--- config.mk ---
export PLATFORM = sky130hd
export DESIGN_NAME = biquad_iir_filter_unit
export DESIGN_NICKNAME = d
export VERILOG_FILES = /design/src/rtl/bqf_pkg.sv /design/src/rtl/bqf_sequencer.sv /design/src/rtl/bqf_datapath.sv /design/src/rtl/biquad_iir_filter_unit.sv
export SDC_FILE = /design/constraint.sdc
export NUM_CORES = 2
export LEC_CHECK = 0
export BUFFER_PORTS_ARGS = -buffer_cell sky130_fd_sc_hd__buf_2
export CORE_UTILIZATION = 30
export CTS_BUF_LIST = sky130_fd_sc_hd__clkbuf_4 sky130_fd_sc_hd__clkbuf_8
export DETAILED_ROUTE_END_ITERATION = 7
export PLACE_DENSITY = 0.45
export SLEW_MARGIN = 30
export SYNTH_ARGS = -nofsm -noshare
export SYNTH_HDL_FRONTEND = slang
export SYNTH_SLANG_ARGS = --single-unit
--- constraint.sdc ---
create_clock -name clk -period 10.3 [get_ports clk]
set_clock_uncertainty 0.05 [all_clocks]
set_input_delay 1.545 -clock clk [delete_from_list [all_inputs] [get_ports clk]]
set_output_delay 1.545 -clock clk [all_outputs]
set_load 0.005 [all_outputs]
--- src/rtl/bqf_pkg.sv ---
`timescale 1ns / 1ps
`default_nettype none

package bqf_pkg;

    // Default widths of the sample and coefficient formats.
    localparam int SAMPLE_BITS_DEF    = 16;
    localparam int COEF_FRAC_BITS_DEF = 16;

    // Configuration register file.
    localparam int NUM_COEFS = 5;
    localparam int CFG_IDX_W = 3;

    // Microprogram geometry.
    localparam int STEP_W = 4;
    localparam logic [STEP_W-1:0] STEP_IDLE = 4'd0;
    localparam logic [STEP_W-1:0] STEP_EMIT = 4'd4;
    localparam logic [STEP_W-1:0] STEP_LAST = 4'd8;

    // Coefficient selects, which are also the configuration register indexes.
    typedef enum logic [CFG_IDX_W-1:0] {
        COEF_B0 = 3'd0,
        COEF_B1 = 3'd1,
        COEF_B2 = 3'd2,
        COEF_A1 = 3'd3,
        COEF_A2 = 3'd4
    } coef_sel_t;

    // How the step counter advances.
    typedef enum logic [1:0] {
        COND_STEP,      // go to the following step
        COND_JUMP,      // always go to the jump target
        COND_WAIT_IN,   // jump to target unless a request is taken
        COND_WAIT_OUT   // jump to target while the output register is blocked
    } cond_t;

    // Second multiplier operand.
    typedef enum logic {
        OPND_X,
        OPND_Y
    } opnd_t;

    // Accumulator operation.
    typedef enum logic [2:0] {
        ACC_HOLD,
        ACC_PROD_D1,
        ACC_PROD_D2,
        ACC_SUB,
        ACC_PROD
    } acc_op_t;

    // One control word of the microprogram.
    typedef struct packed {
        logic [STEP_W-1:0] target;
        cond_t             cond;
        coef_sel_t         coef;
        opnd_t             opnd;
        logic              mul_en;
        acc_op_t           acc_op;
        logic              x_ld;
        logic              y_ld;
        logic              d1_ld;
        logic              d2_ld;
        logic              out_ld;
    } ucw_t;

endpackage

`default_nettype wire

--- src/rtl/bqf_sequencer.sv ---
`timescale 1ns / 1ps
`default_nettype none

module bqf_sequencer (
    input  wire logic                       clk,
    input  wire logic                       rst_n,
    input  wire logic                       in_take,
    input  wire logic                       out_busy,
    output bqf_pkg::ucw_t                   ucw,
    output logic [bqf_pkg::STEP_W-1:0]      step
);
    import bqf_pkg::*;

    logic [STEP_W-1:0] step_reg;
    logic [STEP_W-1:0] step_next;

    // The program: one control word per step.
    function automatic ucw_t program_word(input logic [STEP_W-1:0] s);
        ucw_t w;
        w.target = STEP_IDLE;
        w.cond   = COND_STEP;
        w.coef   = COEF_B0;
        w.opnd   = OPND_X;
        w.mul_en = 1'b0;
        w.acc_op = ACC_HOLD;
        w.x_ld   = 1'b0;
        w.y_ld   = 1'b0;
        w.d1_ld  = 1'b0;
        w.d2_ld  = 1'b0;
        w.out_ld = 1'b0;
        case (s)
            4'd0:
            begin
                w.cond   = COND_WAIT_IN;
                w.target = STEP_IDLE;
                w.x_ld   = 1'b1;
            end
            4'd1:
            begin
                w.mul_en = 1'b1;
                w.coef   = COEF_B0;
                w.opnd   = OPND_X;
            end
            4'd2:
            begin
                w.acc_op = ACC_PROD_D1;
                w.mul_en = 1'b1;
                w.coef   = COEF_B1;
                w.opnd   = OPND_X;
            end
            4'd3:
            begin
                w.y_ld   = 1'b1;
                w.acc_op = ACC_PROD_D2;
            end
            4'd4:
            begin
                w.mul_en = 1'b1;
                w.coef   = COEF_A1;
                w.opnd   = OPND_Y;
                w.out_ld = 1'b1;
                w.cond   = COND_WAIT_OUT;
                w.target = STEP_EMIT;
            end
            4'd5:
            begin
                w.acc_op = ACC_SUB;
                w.mul_en = 1'b1;
                w.coef   = COEF_B2;
                w.opnd   = OPND_X;
            end
            4'd6:
            begin
                w.d1_ld  = 1'b1;
                w.acc_op = ACC_PROD;
                w.mul_en = 1'b1;
                w.coef   = COEF_A2;
                w.opnd   = OPND_Y;
            end
            4'd7:
            begin
                w.acc_op = ACC_SUB;
            end
            4'd8:
            begin
                w.d2_ld  = 1'b1;
                w.cond   = COND_JUMP;
                w.target = STEP_IDLE;
            end
            default:
            begin
                w.cond   = COND_JUMP;
                w.target = STEP_IDLE;
            end
        endcase
        return w;
    endfunction

    assign ucw  = program_word(step_reg);
    assign step = step_reg;

    always_comb
    begin
        case (ucw.cond)
            COND_STEP:     step_next = step_reg + 1'b1;
            COND_JUMP:     step_next = ucw.target;
            COND_WAIT_IN:  step_next = in_take ? step_reg + 1'b1 : ucw.target;
            COND_WAIT_OUT: step_next = out_busy ? ucw.target : step_reg + 1'b1;
            default:       step_next = STEP_IDLE;
        endcase
    end

    always_ff @(posedge clk or negedge rst_n)
    begin
        if (!rst_n)
        begin
            step_reg <= STEP_IDLE;
        end
        else
        begin
            step_reg <= step_next;
        end
    end

endmodule

`default_nettype wire

--- src/rtl/bqf_datapath.sv ---
`timescale 1ns / 1ps
`default_nettype none

module bqf_datapath #(
    parameter int SAMPLE_BITS    = bqf_pkg::SAMPLE_BITS_DEF,
    parameter int COEF_FRAC_BITS = bqf_pkg::COEF_FRAC_BITS_DEF
) (
    input  wire logic                                clk,
    input  wire logic                                rst_n,
    input  wire logic                                cfg_we,
    input  wire logic [bqf_pkg::CFG_IDX_W-1:0]       cfg_index,
    input  wire logic [COEF_FRAC_BITS+1:0]           cfg_data,
    input  wire bqf_pkg::ucw_t                       ucw,
    input  wire logic                                in_take,
    input  wire logic signed [SAMPLE_BITS-1:0]       sample_in,
    output logic signed [SAMPLE_BITS-1:0]            y
);
    import bqf_pkg::*;

    localparam int COEF_BITS   = COEF_FRAC_BITS + 2;
    localparam int PROD_W      = SAMPLE_BITS + COEF_BITS;
    localparam int STATE_RAW   = SAMPLE_BITS + COEF_FRAC_BITS + 4;
    localparam int STATE_BITS  = (STATE_RAW > 63) ? 63 : STATE_RAW;
    localparam int ACC_W       = ((PROD_W > STATE_BITS) ? PROD_W : STATE_BITS) + 3;

    localparam logic signed [ACC_W-1:0] ST_MAX =
        {{(ACC_W-STATE_BITS+1){1'b0}}, {(STATE_BITS-1){1'b1}}};
    localparam logic signed [ACC_W-1:0] ST_MIN = ~ST_MAX;
    localparam logic signed [ACC_W-1:0] SMP_MAX =
        {{(ACC_W-SAMPLE_BITS+1){1'b0}}, {(SAMPLE_BITS-1){1'b1}}};
    localparam logic signed [ACC_W-1:0] SMP_MIN = ~SMP_MAX;
    localparam logic signed [ACC_W-1:0] ROUND_K = ACC_W'(1) << (COEF_FRAC_BITS - 1);
    localparam logic [COEF_BITS-1:0]    COEF_ONE = COEF_BITS'(1) << COEF_FRAC_BITS;

    logic signed [COEF_BITS-1:0]   coef_reg [NUM_COEFS];
    logic signed [SAMPLE_BITS-1:0] x_reg;
    logic signed [SAMPLE_BITS-1:0] y_reg;
    logic signed [PROD_W-1:0]      prod_reg;
    logic signed [ACC_W-1:0]       acc_reg;
    logic signed [ACC_W-1:0]       acc_next;
    logic signed [STATE_BITS-1:0]  d1_reg;
    logic signed [STATE_BITS-1:0]  d2_reg;

    logic signed [COEF_BITS-1:0]   mul_a;
    logic signed [SAMPLE_BITS-1:0] mul_b;
    logic signed [PROD_W-1:0]      prod_next;
    logic signed [ACC_W-1:0]       prod_ext;
    logic signed [ACC_W-1:0]       d1_ext;
    logic signed [ACC_W-1:0]       d2_ext;
    logic signed [ACC_W-1:0]       rnd_sum;
    logic signed [ACC_W-1:0]       rnd_shift;
    logic signed [SAMPLE_BITS-1:0] y_next;
    logic signed [STATE_BITS-1:0]  st_clamped;
    logic                          cfg_hit;

    assign cfg_hit = cfg_we && (cfg_index < CFG_IDX_W'(NUM_COEFS));

    // Shared multiplier.
    assign mul_a     = coef_reg[ucw.coef];
    assign mul_b     = (ucw.opnd == OPND_Y) ? y_reg : x_reg;
    assign prod_next = mul_a * mul_b;

    assign prod_ext = {{(ACC_W-PROD_W){prod_reg[PROD_W-1]}}, prod_reg};
    assign d1_ext   = {{(ACC_W-STATE_BITS){d1_reg[STATE_BITS-1]}}, d1_reg};
    assign d2_ext   = {{(ACC_W-STATE_BITS){d2_reg[STATE_BITS-1]}}, d2_reg};

    always_comb
    begin
        case (ucw.acc_op)
            ACC_HOLD:    acc_next = acc_reg;
            ACC_PROD_D1: acc_next = prod_ext + d1_ext;
            ACC_PROD_D2: acc_next = prod_ext + d2_ext;
            ACC_SUB:     acc_next = acc_reg - prod_ext;
            ACC_PROD:    acc_next = prod_ext;
            default:     acc_next = acc_reg;
        endcase
    end

    // Round half up, then saturate to the sample range.
    assign rnd_sum   = acc_reg + ROUND_K;
    assign rnd_shift = rnd_sum >>> COEF_FRAC_BITS;

    always_comb
    begin
        if (rnd_shift > SMP_MAX)
        begin
            y_next = SMP_MAX[SAMPLE_BITS-1:0];
        end
        else if (rnd_shift < SMP_MIN)
        begin
            y_next = SMP_MIN[SAMPLE_BITS-1:0];
        end
        else
        begin
            y_next = rnd_shift[SAMPLE_BITS-1:0];
        end
    end

    // Saturate the accumulator to the state range.
    always_comb
    begin
        if (acc_reg > ST_MAX)
        begin
            st_clamped = ST_MAX[STATE_BITS-1:0];
        end
        else if (acc_reg < ST_MIN)
        begin
            st_clamped = ST_MIN[STATE_BITS-1:0];
        end
        else
        begin
            st_clamped = acc_reg[STATE_BITS-1:0];
        end
    end

    always_ff @(posedge clk or negedge rst_n)
    begin
        if (!rst_n)
        begin
            // Pass-through: b0 is one, every other coefficient is zero.
            for (int i = 0; i < NUM_COEFS; i++)
            begin
                coef_reg[i] <= (i == int'(COEF_B0)) ? COEF_ONE : '0;
            end
            d1_reg <= '0;
            d2_reg <= '0;
        end
        else if (cfg_hit)
        begin
            // Any coefficient write restarts the filter from a clean state.
            coef_reg[cfg_index] <= cfg_data;
            d1_reg <= '0;
            d2_reg <= '0;
        end
        else
        begin
            if (ucw.d1_ld)
            begin
                d1_reg <= st_clamped;
            end
            if (ucw.d2_ld)
            begin
                d2_reg <= st_clamped;
            end
        end
    end

    always_ff @(posedge clk)
    begin
        if (ucw.x_ld && in_take)
        begin
            x_reg <= sample_in;
        end
        if (ucw.y_ld)
        begin
            y_reg <= y_next;
        end
        if (ucw.mul_en)
        begin
            prod_reg <= prod_next;
        end
        acc_reg <= acc_next;
    end

    assign y = y_reg;

endmodule

`default_nettype wire

--- src/rtl/biquad_iir_filter_unit.sv ---
`timescale 1ns / 1ps
`default_nettype none

// Biquad IIR section, transposed direct form II, fixed point.
// Input channel: sample_in with in_valid; the block raises in_stall while it
// works on a request, and a request is taken when in_valid is high and
// in_stall is low. Output channel: sample_out with out_valid; the receiver
// holds the result with out_stall.
// Coefficients b0, b1, b2, a1, a2 (signed Q2.16) are written through
// cfg_we / cfg_index / cfg_data while the block is idle; every write clears
// both delay registers. Indexes beyond a2 are ignored.
// A nine-step microprogram drives one shared multiplier that forms the five
// products of a sample, so a new request is taken only once the program is
// back at its idle step. The result is registered at the output step.
// If the output register still holds an untaken result when the next one
// is ready, the program waits at its output step until the receiver takes
// it, and the input side stays stalled for that long.
// Reset restores pass-through coefficients (b0 = 1.0), clears both delay
// registers and empties the output register.
module biquad_iir_filter_unit #(
    parameter int SAMPLE_BITS    = bqf_pkg::SAMPLE_BITS_DEF,
    parameter int COEF_FRAC_BITS = bqf_pkg::COEF_FRAC_BITS_DEF
) (
    input  wire logic                           clk,
    input  wire logic                           rst_n,
    input  wire logic                           cfg_we,
    input  wire logic [bqf_pkg::CFG_IDX_W-1:0]  cfg_index,
    input  wire logic [COEF_FRAC_BITS+1:0]      cfg_data,
    input  wire logic                           in_valid,
    output logic                                in_stall,
    input  wire logic signed [SAMPLE_BITS-1:0]  sample_in,
    output logic                                out_valid,
    input  wire logic                           out_stall,
    output logic signed [SAMPLE_BITS-1:0]       sample_out
);
    import bqf_pkg::*;

    ucw_t                          ucw;
    logic [STEP_W-1:0]             step;
    logic                          in_take;
    logic                          out_busy;
    logic                          out_load;
    logic signed [SAMPLE_BITS-1:0] y;
    logic                          out_valid_reg;
    logic                          out_valid_next;
    logic signed [SAMPLE_BITS-1:0] sample_out_reg;

    // The input side is open only while the program sits at its idle step.
    assign in_stall = (step != STEP_IDLE);
    assign in_take  = in_valid && !in_stall;

    // The output register is blocked while it holds a result the receiver
    // has not taken; a result taken in this cycle frees it for a new one.
    assign out_busy = out_valid_reg && out_stall;
    assign out_load = ucw.out_ld && !out_busy;

    bqf_sequencer u_seq (
        .clk      (clk),
        .rst_n    (rst_n),
        .in_take  (in_take),
        .out_busy (out_busy),
        .ucw      (ucw),
        .step     (step)
    );

    bqf_datapath #(
        .SAMPLE_BITS    (SAMPLE_BITS),
        .COEF_FRAC_BITS (COEF_FRAC_BITS)
    ) u_dp (
        .clk       (clk),
        .rst_n     (rst_n),
        .cfg_we    (cfg_we),
        .cfg_index (cfg_index),
        .cfg_data  (cfg_data),
        .ucw       (ucw),
        .in_take   (in_take),
        .sample_in (sample_in),
        .y         (y)
    );

    always_comb
    begin
        if (out_load)
        begin
            out_valid_next = 1'b1;
        end
        else if (out_valid_reg && !out_stall)
        begin
            out_valid_next = 1'b0;
        end
        else
        begin
            out_valid_next = out_valid_reg;
        end
    end

    always_ff @(posedge clk or negedge rst_n)
    begin
        if (!rst_n)
        begin
            out_valid_reg <= 1'b0;
        end
        else
        begin
            out_valid_reg <= out_valid_next;
        end
    end

    always_ff @(posedge clk)
    begin
        if (out_load)
        begin
            sample_out_reg <= y;
        end
    end

    assign out_valid  = out_valid_reg;
    assign sample_out = sample_out_reg;

    // A taken request starts the program, which closes the input side.
    a_take_starts_program: assert property (@(posedge clk) disable iff (!rst_n)
        in_take |=> in_stall)
        else $error("request taken but program did not start");

    // A new result appears only from the output step of the program.
    a_result_from_emit: assert property (@(posedge clk) disable iff (!rst_n)
        $rose(out_valid) |-> $past(step == STEP_EMIT))
        else $error("result raised outside the output step");

    // The step counter never leaves the program.
    a_step_in_program: assert property (@(posedge clk) disable iff (!rst_n)
        step <= STEP_LAST)
        else $error("step counter beyond the last program step");

endmodule

`default_nettype wire

==> run summary <==
Run status -> finished, final reports clean
Total routing usage reported by global routing -> 19.3%
CP endpoint -> u_dp.prod_reg[32]$_DFFE_PN_
Mapped Avg Cell Area -> 9.69 um^2
CP Launch Type -> flop
Main synth FF type -> dfrtp_1
CP max FO -> 10
CP Depth -> 28
Postcts setup bufs -> 0
Total grt overflow -> 0
Slew Limit Fails -> 0
Synthesized netlist cell count -> 2931
Top Usage Layer GRT -> met2
Worst reg2reg endpoint -> u_dp.prod_reg[32]$_DFFE_PN_
CTS tree -> done
Clk slew on worst S/H paths -> 0.06 ns
DR vias/cell -> 4.97
Largest delay contributor family on the critical path -> adder cells
Detail Placement HPWL -> 70100 um
Final #Nets -> 3539
Syn nets -> 3467
Slew @ Worst Pin -> 0.996 ns
Worst reg2reg path depth -> 28
Sequential area share after synthesis -> 27.5%
Remaining antenna violation count -> 0
Initial core utilization -> 30.4%
First-pass GRT wire length -> 139000 um
Worst skew pair latency -> 0.72 ns
Cts repair resizes -> 0
Core area -> 93600 um^2
M1 GR Usage -> 26.7%
Synth cell types -> 85
DR DRC count -> 0
Die Width -> 310 um
Die H -> 310 um
Fmax achieved -> 0.107 GHz
Met3 usage in global routing -> 3.14%
Rows -> 112
Setup TNS -> 0 ns
Hold_ws -> 0.436 ns
Htree depth -> 2
Initial DRT Pass Iterations -> 6
Max reg flops -> 90
Initial drt markers -> 1478
Worst slew margin -> 33.3%
DP Area -> 30400 um^2
Number of buffer and inverter instances along the worst setup path -> 6
Most frequent CP cell -> fa_1
Crit. End Element -> flop
Min-delay worst type -> flop to flop
Worst path arrival time -> 9.73 ns
R2R Path Start -> u_seq.step[0]$_DFF_PN0_
Layout cells sized above 1 -> 12.9%
Final Hold Violating Endpoints -> 0
GR Util met2 -> 30.9%
Unrepaired setup endpoints after global routing -> false
Maxcap violations -> 0
Hold path start -> u_dp.y[5]$_SDFFCE_PN1P_
Top-Level Pins -> 60
Final wirelength -> 90300 um
Fraction of registers with async set/reset -> 58.0%
Die Area -> 95900 um^2
Routed length per instance -> 21.0 um
Seq cells post-synth -> 288
P&R area growth vs syn -> 11.6%
Yosys warns -> 0
Max incr delay on CP -> 0.71 ns
Sinks on Clock Net -> 288
Antenna violations before repair -> 5
Vias in the first global route -> 22600
GP Congestion -> 0.885
Largest net degree at the start of global routing -> 60
Critical-path top delay cell -> a22oi_1
Root buffer cell -> clkbuf_8
Vias -> 21400
# setup viols final -> 0
Hold-fix buffers, CTS -> 0
Post-synthesis cell area -> 28400 um^2
CTS Buffer Depth -> 3
Post-synth EDFFs -> 121
Setup crit start -> u_seq.step[0]$_DFF_PN0_
Critical path class -> flop to flop
Num CTS Buffers -> 56
Reg2reg setup slack -> 0.95 ns
Final std cell area, no fill -> 31700 um^2
Final Critical Period -> 9.35 ns
I/O Buffers -> 59
Final period utilization -> 90.8%
CP Data Required Time -> 10.68 ns
-- kinds of logic after synthesis --
family | synth area share, %
buffers and inverters | 6.78
DFF | 27.5
and+or+nand+nor | 11.9
muxes | 6.13
xor gates and xnor gates | 4.47
adders and majority gates | 29.5
AOI/OAI and AO/OA | 13.7
-- synth_stat cells, types with 81 or more instances --
cell type | count | area (um^2)
xnor2_1 | 81 | 709
nand2_1 | 285 | 1070
mux2_2 | 100 | 1130
inv_1 | 414 | 1550
ha_1 | 201 | 2510
edfxtp_1 | 121 | 3630
o21ai_0 | 177 | 886
clkbuf_1 | 86 | 323
fa_1 | 293 | 5870
nor2_1 | 275 | 1030
dfrtp_1 | 166 | 4150
a21oi_1 | 121 | 606
-- cells in the final DEF, fill, tap and decap left out, types with 20 or more instances in the layout --
| cell type | n |
|---|---|
| nand2_1 | 283 |
| a22oi_1 | 25 |
| nand3_1 | 38 |
| buf_2 | 59 |
| clkbuf_4 | 24 |
| nand2b_1 | 35 |
| a21oi_1 | 119 |
| buf_4 | 49 |
| xor2_1 | 64 |
| o21ai_0 | 177 |
| a21o_1 | 57 |
| o21bai_1 | 20 |
| dfrtp_1 | 166 |
| nor2_1 | 270 |
| ha_1 | 201 |
| clkbuf_8 | 67 |
| nor2b_1 | 21 |
| mux2_2 | 100 |
| a222oi_1 | 20 |
| edfxtp_1 | 121 |
| xnor2_1 | 81 |
| fa_1 | 293 |
| inv_1 | 414 |
-- how the worst min path moves through the flow --
stage,to,slack (ns),cells past startpoint
floorplan,sample_out[15]$_DFFE_PP_,0.37,0
global placement,u_dp.d1_reg[18]$_DFFE_PN0P_,0.42,2
detailed placement,sample_out[8]$_DFFE_PP_,0.42,0
CTS,u_dp.d1_reg[24]$_DFFE_PN0P_,0.44,2
global route,sample_out[8]$_DFFE_PP_,0.45,0
finish,sample_out[5]$_DFFE_PP_,0.44,0
-- area by class of cell --
cell class | instances | area (um^2)
clock inverters | 11 | 146
diodes | 3 | 7.51
inverters | 414 | 1550
well taps | 1254 | 1570
fillers | 9732 | 61900
flip-flops and latches | 288 | 7810
multi-input cells | 2133 | 18800
repair buffers | 110 | 692
clock buffers | 90 | 1090
-- worst register-to-register path: cells and delay by family (launching register included) --
kind | cells | cell delay [ns]
flops | 1 | 0.42
buf+inv | 6 | 0.64
compound gates | 8 | 2.67
simple gates | 4 | 0.85
mux | 1 | 0.56
xor+xnor | 1 | 0.17
fa+ha+maj | 8 | 3.78
-- layer usage --
metal  up-vias  wire length (um)
li1      10100                 -
met1     10700             42900
met2       482             40600
met3       135              4350
met4         4              2400
met5         -                27
-- through the flow --
step	cells	worst slack [ns]	utilization [%]
5_1_grt	4301	0.352	33.9
2_1_floorplan	2931	1.66	-
3_5_place_dp	4199	0.917	32.5
4_1_cts	4300	0.952	33.8
6_report	4303	0.951	33.9
3_3_place_gp	4196	1.06	32.5
Power is left out: the tool's default activity adds up to more than one toggle a clock period on the data nets, which glitch-free logic cannot reach.
